<file path="src/design/tlg_pkg.sv">
// ----------------------------------------------------------------------------
// tlg_pkg: threshold life generation shared definitions
// Grid limits, register codes, result slot codes and the neighbor rule.
// ----------------------------------------------------------------------------
package tlg_pkg;

    // grid limits
    localparam int MAX_COLS = 32;
    localparam int MAX_ROWS = 1024;
    localparam int MIN_DIM  = 2;

    // field and counter widths
    localparam int COL_W       = $clog2(MAX_COLS);
    localparam int ROW_W       = $clog2(MAX_ROWS);
    localparam int WIDTH_W     = 6;
    localparam int HEIGHT_W    = 11;
    localparam int RULE_W      = 4;
    localparam int CFG_INDEX_W = 4;
    localparam int CFG_DATA_W  = 11;
    localparam int NUM_SLOTS   = 4;

    // register reset values
    localparam logic [WIDTH_W-1:0]  RESET_GRID_WIDTH  = WIDTH_W'(32);
    localparam logic [HEIGHT_W-1:0] RESET_GRID_HEIGHT = HEIGHT_W'(20);
    localparam logic [RULE_W-1:0]   RESET_BIRTH_LOWER = RULE_W'(0);
    localparam logic [RULE_W-1:0]   RESET_UPPER_LIMIT = RULE_W'(8);

    // configuration register indexes
    typedef enum logic [CFG_INDEX_W-1:0] {
        REG_GRID_WIDTH  = CFG_INDEX_W'(0),
        REG_GRID_HEIGHT = CFG_INDEX_W'(1),
        REG_BIRTH_LOWER = CFG_INDEX_W'(2),
        REG_UPPER_LIMIT = CFG_INDEX_W'(3)
    } cfg_reg_t;

    // result slots of one input word, in emission order
    //   CENTER: middle of the window (or last cell of the previous row)
    //   BELOW : last-row cell under CENTER
    //   RIGHT : right column, middle row (final cell of the row above)
    //   CORNER: right column, bottom row (final cell of the generation)
    typedef enum logic [1:0] {
        SLOT_CENTER = 2'd0,
        SLOT_BELOW  = 2'd1,
        SLOT_RIGHT  = 2'd2,
        SLOT_CORNER = 2'd3
    } slot_t;

    // one input word's pending results and its window geometry
    typedef struct packed {
        logic [ROW_W-1:0]     row;
        logic [COL_W-1:0]     col;
        logic                 wrap;     // column 0: result is previous row's last cell
        logic                 top_ok;   // window top row lies inside the grid
        logic                 left_ok;  // window left column lies inside the grid
        logic [NUM_SLOTS-1:0] pend;
    } job_t;

    // Next state of the cell at (cr, cc) of a 4x4 grid, row-major, index {row, col}.
    // Returns {next, current}.
    function automatic logic [1:0] life_eval(
        input logic [15:0]       grid,
        input logic [1:0]        cr,
        input logic [1:0]        cc,
        input logic [RULE_W-1:0] lower,
        input logic [RULE_W-1:0] upper
    );
        logic [3:0] count;
        logic [1:0] rr;
        logic [1:0] cx;
        logic       cur;
        logic       nxt;
        count = '0;
        for (int dr = 0; dr < 3; dr++)
        begin
            for (int dc = 0; dc < 3; dc++)
            begin
                rr = 2'(int'(cr) + dr - 1);
                cx = 2'(int'(cc) + dc - 1);
                if (!(dr == 1 && dc == 1))
                begin
                    count = count + 4'(grid[{rr, cx}]);
                end
            end
        end
        cur = grid[{cr, cc}];
        if (cur)
        begin
            nxt = (count < upper);
        end
        else
        begin
            nxt = (lower < count) && (count < upper);
        end
        return {nxt, cur};
    endfunction

endpackage

</file>
<file path="src/design/threshold_life_generation_core.sv">
// ----------------------------------------------------------------------------
// threshold_life_generation_core
// One generation of a life-like automaton over a raster cell stream, with a
// two-row line buffer, a 3x3 window and a registered result port.
// ----------------------------------------------------------------------------
// Cells enter in raster order, one per clock unless in_stall is high, and each result
// word names a cell and gives its next state; results come one row and one cell
// behind the input. Every input word leaves a small job on the current window, and
// the single result register drains that job one word per clock while out_stall is
// low. Rows before the last give at most one result per cell, so the input runs at
// one cell per clock there while the output does not stall; in the last row each
// cell but the first yields two results and the final cell four, so the input
// stalls there. Geometry and rule registers are sampled at the first cell of each
// generation; width saturates to 2..32, height to 2..1024.
// ----------------------------------------------------------------------------
module threshold_life_generation_core
    import tlg_pkg::*;
(
    input  logic                   clk,
    input  logic                   rst_n,
    // cell input channel
    input  logic                   in_valid,
    output logic                   in_stall,
    input  logic                   cell_alive,
    // configuration write channel
    input  logic                   cfg_valid,
    output logic                   cfg_ready,
    input  logic [CFG_INDEX_W-1:0] cfg_index,
    input  logic [CFG_DATA_W-1:0]  cfg_data,
    // result channel
    output logic                   out_valid,
    input  logic                   out_stall,
    output logic [ROW_W-1:0]       row_index,
    output logic [COL_W-1:0]       col_index,
    output logic                   next_alive,
    output logic                   cell_changed,
    output logic                   any_changed,
    output logic                   generation_done
);

    // configuration registers
    logic [WIDTH_W-1:0]  grid_width_reg;
    logic [HEIGHT_W-1:0] grid_height_reg;
    logic [RULE_W-1:0]   birth_lower_reg;
    logic [RULE_W-1:0]   upper_limit_reg;

    // values latched for the running generation
    logic [WIDTH_W-1:0]  gen_w_reg;
    logic [HEIGHT_W-1:0] gen_h_reg;
    logic [RULE_W-1:0]   gen_lo_reg;
    logic [RULE_W-1:0]   gen_up_reg;
    logic [WIDTH_W-1:0]  sat_w;
    logic [HEIGHT_W-1:0] sat_h;

    // raster position of the next input word
    logic [ROW_W-1:0]    in_row_reg;
    logic [COL_W-1:0]    in_col_reg;
    logic [ROW_W-1:0]    in_row_next;
    logic [COL_W-1:0]    in_col_next;

    // line buffer: bit 0 is the row above, bit 1 two rows above
    logic [1:0]          lb_reg [MAX_COLS];
    logic [1:0]          lb_rd;

    // window columns: 0 left, 1 mid, 2 right; bit 0 top, 1 mid, 2 bottom
    logic [2:0]          win_reg [3];

    logic                job_busy;
    job_t                job_reg;
    job_t                job_next;
    job_t                job_new;

    logic                change_seen_reg;
    logic                change_seen_next;

    logic                out_valid_reg;
    logic [ROW_W-1:0]    row_index_reg;
    logic [COL_W-1:0]    col_index_reg;
    logic                next_alive_reg;
    logic                cell_changed_reg;
    logic                any_changed_reg;
    logic                generation_done_reg;

    logic                in_accept;
    logic                out_free;
    logic                emit;
    slot_t               slot;
    logic [NUM_SLOTS-1:0] slot_sel;
    logic [NUM_SLOTS-1:0] pend_after;

    logic                first_cell;
    logic                last_row;
    logic                col_last;
    logic                last_cell;
    logic                col_zero;

    logic [15:0]         grid;
    logic [2:0]          row_ok;
    logic [2:0]          col_ok;
    logic [1:0]          cr;
    logic [1:0]          cc;
    logic [ROW_W-1:0]    res_row;
    logic [COL_W-1:0]    res_col;
    logic [1:0]          eval;
    logic                res_changed;
    logic                seen_now;

    // configuration port always ready
    assign cfg_ready = 1'b1;

    always_ff @(posedge clk or negedge rst_n)
    begin
        if (!rst_n)
        begin
            grid_width_reg  <= RESET_GRID_WIDTH;
            grid_height_reg <= RESET_GRID_HEIGHT;
            birth_lower_reg <= RESET_BIRTH_LOWER;
            upper_limit_reg <= RESET_UPPER_LIMIT;
        end
        else if (cfg_valid && cfg_ready)
        begin
            unique case (cfg_index)
                REG_GRID_WIDTH:  grid_width_reg  <= cfg_data[WIDTH_W-1:0];
                REG_GRID_HEIGHT: grid_height_reg <= cfg_data[HEIGHT_W-1:0];
                REG_BIRTH_LOWER: birth_lower_reg <= cfg_data[RULE_W-1:0];
                REG_UPPER_LIMIT: upper_limit_reg <= cfg_data[RULE_W-1:0];
                default:         ;
            endcase
        end
    end

    // geometry clamp
    always_comb
    begin
        if (grid_width_reg < WIDTH_W'(MIN_DIM))
            sat_w = WIDTH_W'(MIN_DIM);
        else if (grid_width_reg > WIDTH_W'(MAX_COLS))
            sat_w = WIDTH_W'(MAX_COLS);
        else
            sat_w = grid_width_reg;

        if (grid_height_reg < HEIGHT_W'(MIN_DIM))
            sat_h = HEIGHT_W'(MIN_DIM);
        else if (grid_height_reg > HEIGHT_W'(MAX_ROWS))
            sat_h = HEIGHT_W'(MAX_ROWS);
        else
            sat_h = grid_height_reg;
    end

    // handshake: stall while the current job still has words after this cycle
    assign out_free   = !out_valid_reg || !out_stall;
    assign job_busy   = (job_reg.pend != '0);
    assign emit       = job_busy && out_free;

    always_comb
    begin
        if (job_reg.pend[SLOT_CENTER])
            slot = SLOT_CENTER;
        else if (job_reg.pend[SLOT_BELOW])
            slot = SLOT_BELOW;
        else if (job_reg.pend[SLOT_RIGHT])
            slot = SLOT_RIGHT;
        else
            slot = SLOT_CORNER;
    end

    assign slot_sel   = NUM_SLOTS'(1) << slot;
    assign pend_after = job_reg.pend & ~(emit ? slot_sel : '0);
    assign in_stall   = (pend_after != '0);
    assign in_accept  = in_valid && !in_stall;

    // raster position decode
    assign first_cell = (in_row_reg == '0) && (in_col_reg == '0);
    assign col_zero   = (in_col_reg == '0);
    assign last_row   = ({1'b0, in_row_reg} == gen_h_reg - HEIGHT_W'(1));
    assign col_last   = ({1'b0, in_col_reg} == gen_w_reg - WIDTH_W'(1));
    assign last_cell  = last_row && col_last;

    always_comb
    begin
        in_row_next = in_row_reg;
        in_col_next = in_col_reg;
        if (last_cell)
        begin
            in_row_next = '0;
            in_col_next = '0;
        end
        else if (col_last)
        begin
            in_row_next = in_row_reg + ROW_W'(1);
            in_col_next = '0;
        end
        else
        begin
            in_col_next = in_col_reg + COL_W'(1);
        end
    end

    // job left by the accepted word
    always_comb
    begin
        job_new.row     = in_row_reg;
        job_new.col     = in_col_reg;
        job_new.wrap    = col_zero;
        job_new.top_ok  = col_zero ? (in_row_reg >= ROW_W'(3)) : (in_row_reg >= ROW_W'(2));
        job_new.left_ok = col_zero || (in_col_reg >= COL_W'(2));
        job_new.pend[SLOT_CENTER] = col_zero ? (in_row_reg >= ROW_W'(2))
                                             : (in_row_reg != '0);
        job_new.pend[SLOT_BELOW]  = last_row && !col_zero;
        job_new.pend[SLOT_RIGHT]  = last_cell;
        job_new.pend[SLOT_CORNER] = last_cell;

        job_next      = job_reg;
        job_next.pend = pend_after;
        if (in_accept)
            job_next = job_new;
    end

    always_ff @(posedge clk or negedge rst_n)
    begin
        if (!rst_n)
        begin
            in_row_reg <= '0;
            in_col_reg <= '0;
            job_reg    <= '0;
            gen_w_reg  <= RESET_GRID_WIDTH;
            gen_h_reg  <= RESET_GRID_HEIGHT;
            gen_lo_reg <= RESET_BIRTH_LOWER;
            gen_up_reg <= RESET_UPPER_LIMIT;
        end
        else
        begin
            job_reg <= job_next;
            if (in_accept)
            begin
                in_row_reg <= in_row_next;
                in_col_reg <= in_col_next;
                if (first_cell)
                begin
                    gen_w_reg  <= sat_w;
                    gen_h_reg  <= sat_h;
                    gen_lo_reg <= birth_lower_reg;
                    gen_up_reg <= upper_limit_reg;
                end
            end
        end
    end

    // line buffer and window shift
    assign lb_rd = lb_reg[in_col_reg];

    always_ff @(posedge clk)
    begin
        if (in_accept)
        begin
            lb_reg[in_col_reg] <= {lb_rd[0], cell_alive};
            win_reg[0]         <= win_reg[1];
            win_reg[1]         <= win_reg[2];
            win_reg[2]         <= {cell_alive, lb_rd[0], lb_rd[1]};
        end
    end

    // masked 4x4 grid: bottom row and right column beyond the window are dead
    assign row_ok = {1'b1, 1'b1, job_reg.top_ok};
    assign col_ok = {!job_reg.wrap, 1'b1, job_reg.left_ok};

    always_comb
    begin
        grid = '0;
        for (int i = 0; i < 3; i++)
        begin
            for (int j = 0; j < 3; j++)
            begin
                grid[i * 4 + j] = win_reg[j][i] & row_ok[i] & col_ok[j];
            end
        end
    end

    // result position and window center for the selected slot
    always_comb
    begin
        unique case (slot)
            SLOT_CENTER:
            begin
                cr = 2'd1;
                cc = 2'd1;
                if (job_reg.wrap)
                begin
                    res_row = job_reg.row - ROW_W'(2);
                    res_col = COL_W'(gen_w_reg - WIDTH_W'(1));
                end
                else
                begin
                    res_row = job_reg.row - ROW_W'(1);
                    res_col = job_reg.col - COL_W'(1);
                end
            end
            SLOT_BELOW:
            begin
                cr      = 2'd2;
                cc      = 2'd1;
                res_row = job_reg.row;
                res_col = job_reg.col - COL_W'(1);
            end
            SLOT_RIGHT:
            begin
                cr      = 2'd1;
                cc      = 2'd2;
                res_row = job_reg.row - ROW_W'(1);
                res_col = job_reg.col;
            end
            default:
            begin
                cr      = 2'd2;
                cc      = 2'd2;
                res_row = job_reg.row;
                res_col = job_reg.col;
            end
        endcase
    end

    assign eval        = life_eval(grid, cr, cc, gen_lo_reg, gen_up_reg);
    assign res_changed = eval[1] ^ eval[0];
    assign seen_now    = change_seen_reg | res_changed;

    // change flag clears after the final word of the generation
    always_comb
    begin
        change_seen_next = change_seen_reg;
        if (emit)
            change_seen_next = (slot == SLOT_CORNER) ? 1'b0 : seen_now;
    end

    always_ff @(posedge clk or negedge rst_n)
    begin
        if (!rst_n)
        begin
            change_seen_reg <= 1'b0;
            out_valid_reg   <= 1'b0;
        end
        else
        begin
            change_seen_reg <= change_seen_next;
            if (emit)
                out_valid_reg <= 1'b1;
            else if (!out_stall)
                out_valid_reg <= 1'b0;
        end
    end

    // result payload
    always_ff @(posedge clk)
    begin
        if (emit)
        begin
            row_index_reg       <= res_row;
            col_index_reg       <= res_col;
            next_alive_reg      <= eval[1];
            cell_changed_reg    <= res_changed;
            any_changed_reg     <= seen_now;
            generation_done_reg <= (slot == SLOT_CORNER);
        end
    end

    assign out_valid       = out_valid_reg;
    assign row_index       = row_index_reg;
    assign col_index       = col_index_reg;
    assign next_alive      = next_alive_reg;
    assign cell_changed    = cell_changed_reg;
    assign any_changed     = any_changed_reg;
    assign generation_done = generation_done_reg;

    // input only waits on a job that still has words to deliver
    assert property (@(posedge clk) disable iff (!rst_n)
        in_stall |-> job_busy)
        else $error("input stalled with no pending result");

    // extra result slots only occur in the last row
    assert property (@(posedge clk) disable iff (!rst_n)
        (job_reg.pend[NUM_SLOTS-1:1] != '0) |->
            ({1'b0, job_reg.row} == gen_h_reg - HEIGHT_W'(1)))
        else $error("last-row result pending outside the last row");

    // change flag restarts after the generation's final word
    assert property (@(posedge clk) disable iff (!rst_n)
        (emit && slot == SLOT_CORNER) |=> !change_seen_reg)
        else $error("change flag not cleared at end of generation");

endmodule

</file>
<file path="config.mk">
export PLATFORM = sky130hd
export DESIGN_NAME = threshold_life_generation_core
export DESIGN_NICKNAME = d
export VERILOG_FILES = /design/src/design/tlg_pkg.sv /design/src/design/threshold_life_generation_core.sv
export SDC_FILE = /design/constraint.sdc
export NUM_CORES = 1
export LEC_CHECK = 0
export BUFFER_PORTS_ARGS = -buffer_cell sky130_fd_sc_hd__buf_4
export CAP_MARGIN = 20
export CELL_PAD_IN_SITES_DETAIL_PLACEMENT = 0
export CELL_PAD_IN_SITES_GLOBAL_PLACEMENT = 1
export CORE_ASPECT_RATIO = 0.9
export CORE_MARGIN = 8
export CORE_UTILIZATION = 39
export CTS_CLUSTER_DIAMETER = 40
export DETAILED_ROUTE_END_ITERATION = 10
export PLACE_DENSITY = 0.65
export SETUP_SLACK_MARGIN = 0.15
export SLEW_MARGIN = 5
export SYNTH_ARGS = -nofsm -noshare
export SYNTH_HDL_FRONTEND = slang
export SYNTH_SLANG_ARGS = --single-unit
</file>
<file path="constraint.sdc">
create_clock -name clk -period 12.4 [get_ports clk]
set_input_delay 0 -clock clk [delete_from_list [all_inputs] [get_ports clk]]
set_output_delay 0 -clock clk [all_outputs]
set_load 0.03 [all_outputs]
</file>
==> results.yml <==
run_status:
  violations: "negative hold slack"
  outcome: "complete, but fails checks"
clocking:
  cts_made_buffers: 17
  cts_sinks: 181
  clk_path_buf_depth: 2
  clk_pin_slew_ns: 0.07
  postCtsSetupBuffers: 0
  clk_latency_ns: 0.43
  cts-resized-gates: 0
  holdBufCountCts: 16
  tritoncts: "yes"
  ctsRootBufferMaster: "clkbuf_16"
  h-tree-depth: 4
synthesis:
  ys_seq_area_share_pct: 55.96
  syn-num-nets: 804
  syn_area_per_cell_sq_um: 11.80
  syn-cell-area_sq_um: 8935
  synth-async-reset-ratio_pct: 49.17
  synth_edf_count: 92
  syn_inst: 757
  synthFlopType: "edfxtp_1"
  synth_seq_cells: 181
  yosys_warnings: 0
  synth_cell_types: 63
power_and_ir_drop:
  ir_drop_uv: 101.6
  leakagePower_nw: 4.011
  switching_power_w: 0.0006074
  power_frac_comb_pct: 28.0
  power_frac_clock_pct: 28.5
  p_per_area_nw_per_um2: 184.4
  p_int_w: 0.001289
  p_total_w: 0.001896
  pwr-share-seq_pct: 43.6
  swShare_pct: 32.03
finish:
  drive_gt1_share_pct: 20.49
  num-nets-final: 849
  largest_register_ffs: 64
  mostFrequentLayoutCells: "edfxtp_1, dfrtp_1, nand2_1, nor2_1"
  syn_to_final_growth_pct: 15.12
  mostFrequentLayoutCell: "edfxtp_1"
  antenna_cells: 0
global_routing:
  antenna_found_initial: 0
  grt_pass1_wl_um: 32120
  grt-ovfl-total: 0
  grt_max_degree: 67
  grt_usage_pct: 14.26
  grt_pass1_vias: 6065
die:
  io_pins: 43
  start_util_pct: 39.69
  core_sq_um: 22510
  dieWidth_um: 175.5
  placement_rows: 52
  die_area_sq_um: 28020
  die_h_um: 159.6
detailed_routing:
  drt-pass1-iter-count: 5
  routedWlPerCell_um: 17.32
  drt-vias-per-instance: 5.234
  drt_wl_total_um: 19260
  final_antenna_net_count: 0
  dr.first_iter.drc_count: 454
  vias: 5820
  drc_errors: 0
setup_path:
  cp-startpoint: "job_reg[0]"
  path_class: "flip-flop to flip-flop"
  path_max_fanout: 24
  r2r-start: "job_reg[0]"
  start_kind: "flip-flop"
  cp-end-kind: "flip-flop"
  worstPathRequired_ns: 12.57
  critPathArrivalTime_ns: 5.77
place:
  preCtsSetupSlack_ns: 6.861
  gp_congestion: 0.8439
  port_buffers: 41
  hpwl_um: 13760
sta:
  timing.fmax_mhz: 178.7
  clock_skew_ns: 0.01703
  slew_headroom_pct: 42.11
  hold_viol: 3
  tightest_slew_ns: 0.8683
  holdWs_ns: -0.002704
  finalCritPeriodShare_pct: 45.12
  worst_slack_ns: 6.805
  final-setup-viol-count: 0
  final.setup.tns_ns: 0
  rsz0062_at_grt: "false"
  slew_violations: 0
  period_minus_slack_ns: 5.595
min_path:
  hp-class: "input port to async pin"
flow_run:
  drv_cap: 0
==> final timing paths <==
check / end / slack (ns) / cells after the start
min reg2reg: win_reg[0][0] / 0.47 / 0
min in group clk: grid_width_reg[4] / 0.06 / 3
max: any_changed / 6.81 / 19
max reg2reg: any_changed / 6.81 / 19
min: grid_height_reg[9] / -0.003 / 2
max in group asynchronous: in_col_reg[2] / 11.23 / 3
==> cells in the mapped netlist (5+ instances only) <==
| library cell | number | area share (%) |
|---|---|---|
| o21ai_0 | 42 | 2.4 |
| or2_2 | 7 | 0.49 |
| nand2b_1 | 15 | 1.1 |
| a22o_1 | 5 | 0.49 |
| xnor2_1 | 14 | 1.4 |
| dfrtp_1 | 81 | 23 |
| clkbuf_1 | 33 | 1.4 |
| mux4_2 | 16 | 4.0 |
| dfstp_2 | 8 | 2.4 |
| a21oi_1 | 19 | 1.1 |
| nand2_1 | 78 | 3.3 |
| a22oi_1 | 9 | 0.76 |
| nor3_1 | 11 | 0.62 |
| ha_1 | 22 | 3.1 |
| mux2i_1 | 5 | 0.56 |
| xor2_1 | 15 | 1.5 |
| nor2_1 | 56 | 2.4 |
| or3_1 | 10 | 0.70 |
| inv_1 | 37 | 1.6 |
| nor3b_1 | 7 | 0.59 |
| nand3_1 | 18 | 1.0 |
| edfxtp_1 | 92 | 31 |
| mux2_2 | 47 | 5.9 |
| nor4_1 | 9 | 0.63 |
| o211ai_1 | 12 | 1.0 |
| a21o_1 | 9 | 0.76 |
| o31ai_1 | 6 | 0.50 |
| nor2b_1 | 6 | 0.42 |
==> per-layer routing <==
metal,routed length [um],vias up,global-route usage [%],part of all wire [%]
met5,0,-,0,0
met1,9836,2863,20.35,51
li1,-,2831,-,-
met4,138,0,3.735,0.72
met3,779,12,3.248,4.0
met2,8505,114,21.44,44
==> through the flow <==
stage	util, %	cell area (sq um)	instances	hold WS (ns)
CTS	45.64	10270	1111	0.0002335
global route	45.69	10290	1112	0.01471
global placement	42.27	9517	1063	-0.09275
finish	45.69	10290	1112	-0.002704
detailed placement	42.27	9517	1063	-0.08033
floorplan	-	8935	757	-0.2956
==> area by class of cell <==
| cell class | count | area [sq um] |
|---|---|---|
| timing repair buffer | 64 | 524.3 |
| clock buffer | 18 | 429.2 |
| clock inverter | 14 | 168.9 |
| inverter | 37 | 138.9 |
| fill | 2065 | 12230 |
| tap | 297 | 371.6 |
| multi-input combinational | 501 | 3654 |
| sequential | 181 | 5000 |
==> power by group through the flow <==
stage | Clock, W | Combinational, W | Sequential (W)
after floorplan | 0 | 0.000381 | 0.000820
final | 0.000540 | 0.000531 | 0.000826
after CTS | 0.000555 | 0.000537 | 0.000827
after global placement | 0 | 0.000511 | 0.000836
after detailed placement | 0 | 0.000531 | 0.000839
after global routing | 0.000577 | 0.000599 | 0.000837
==> critical path, stage by stage (launching register included) <==
cell and delay, ns:
dfrtp_1 0.61, or2_2 0.47, and3_1 0.21, a21oi_1 0.16, mux2i_1 0.09, o21ai_0 0.23, fa_1 0.49, fa_1 0.57
fa_1 0.42, inv_1 0.08, ha_1 0.17, inv_1 0.05, fa_1 0.51, inv_1 0.05, ha_1 0.27, a21o_1 0.16
a21o_1 0.17, a21oi_1 0.22, mux2i_1 0.31, nand2_1 0.09
==> cell families (layout without fill, tap and decap cells) <==
family | count (synthesis) | after routing | share of synthesized area [%]
adder cells (fa/ha/maj) | 26 | 26 | 3.977
buffers and inverters | 75 | 133 | 3.193
flip-flops | 181 | 181 | 55.96
XOR/XNOR | 29 | 29 | 2.843
AO/OA/AOI/OAI | 129 | 129 | 9.718
other | 1 | 1 | 0.04197
multiplexers | 68 | 68 | 10.52
AND/OR/NAND/NOR | 248 | 248 | 13.75
No activity file was read; power rests on OpenSTA's default activity.
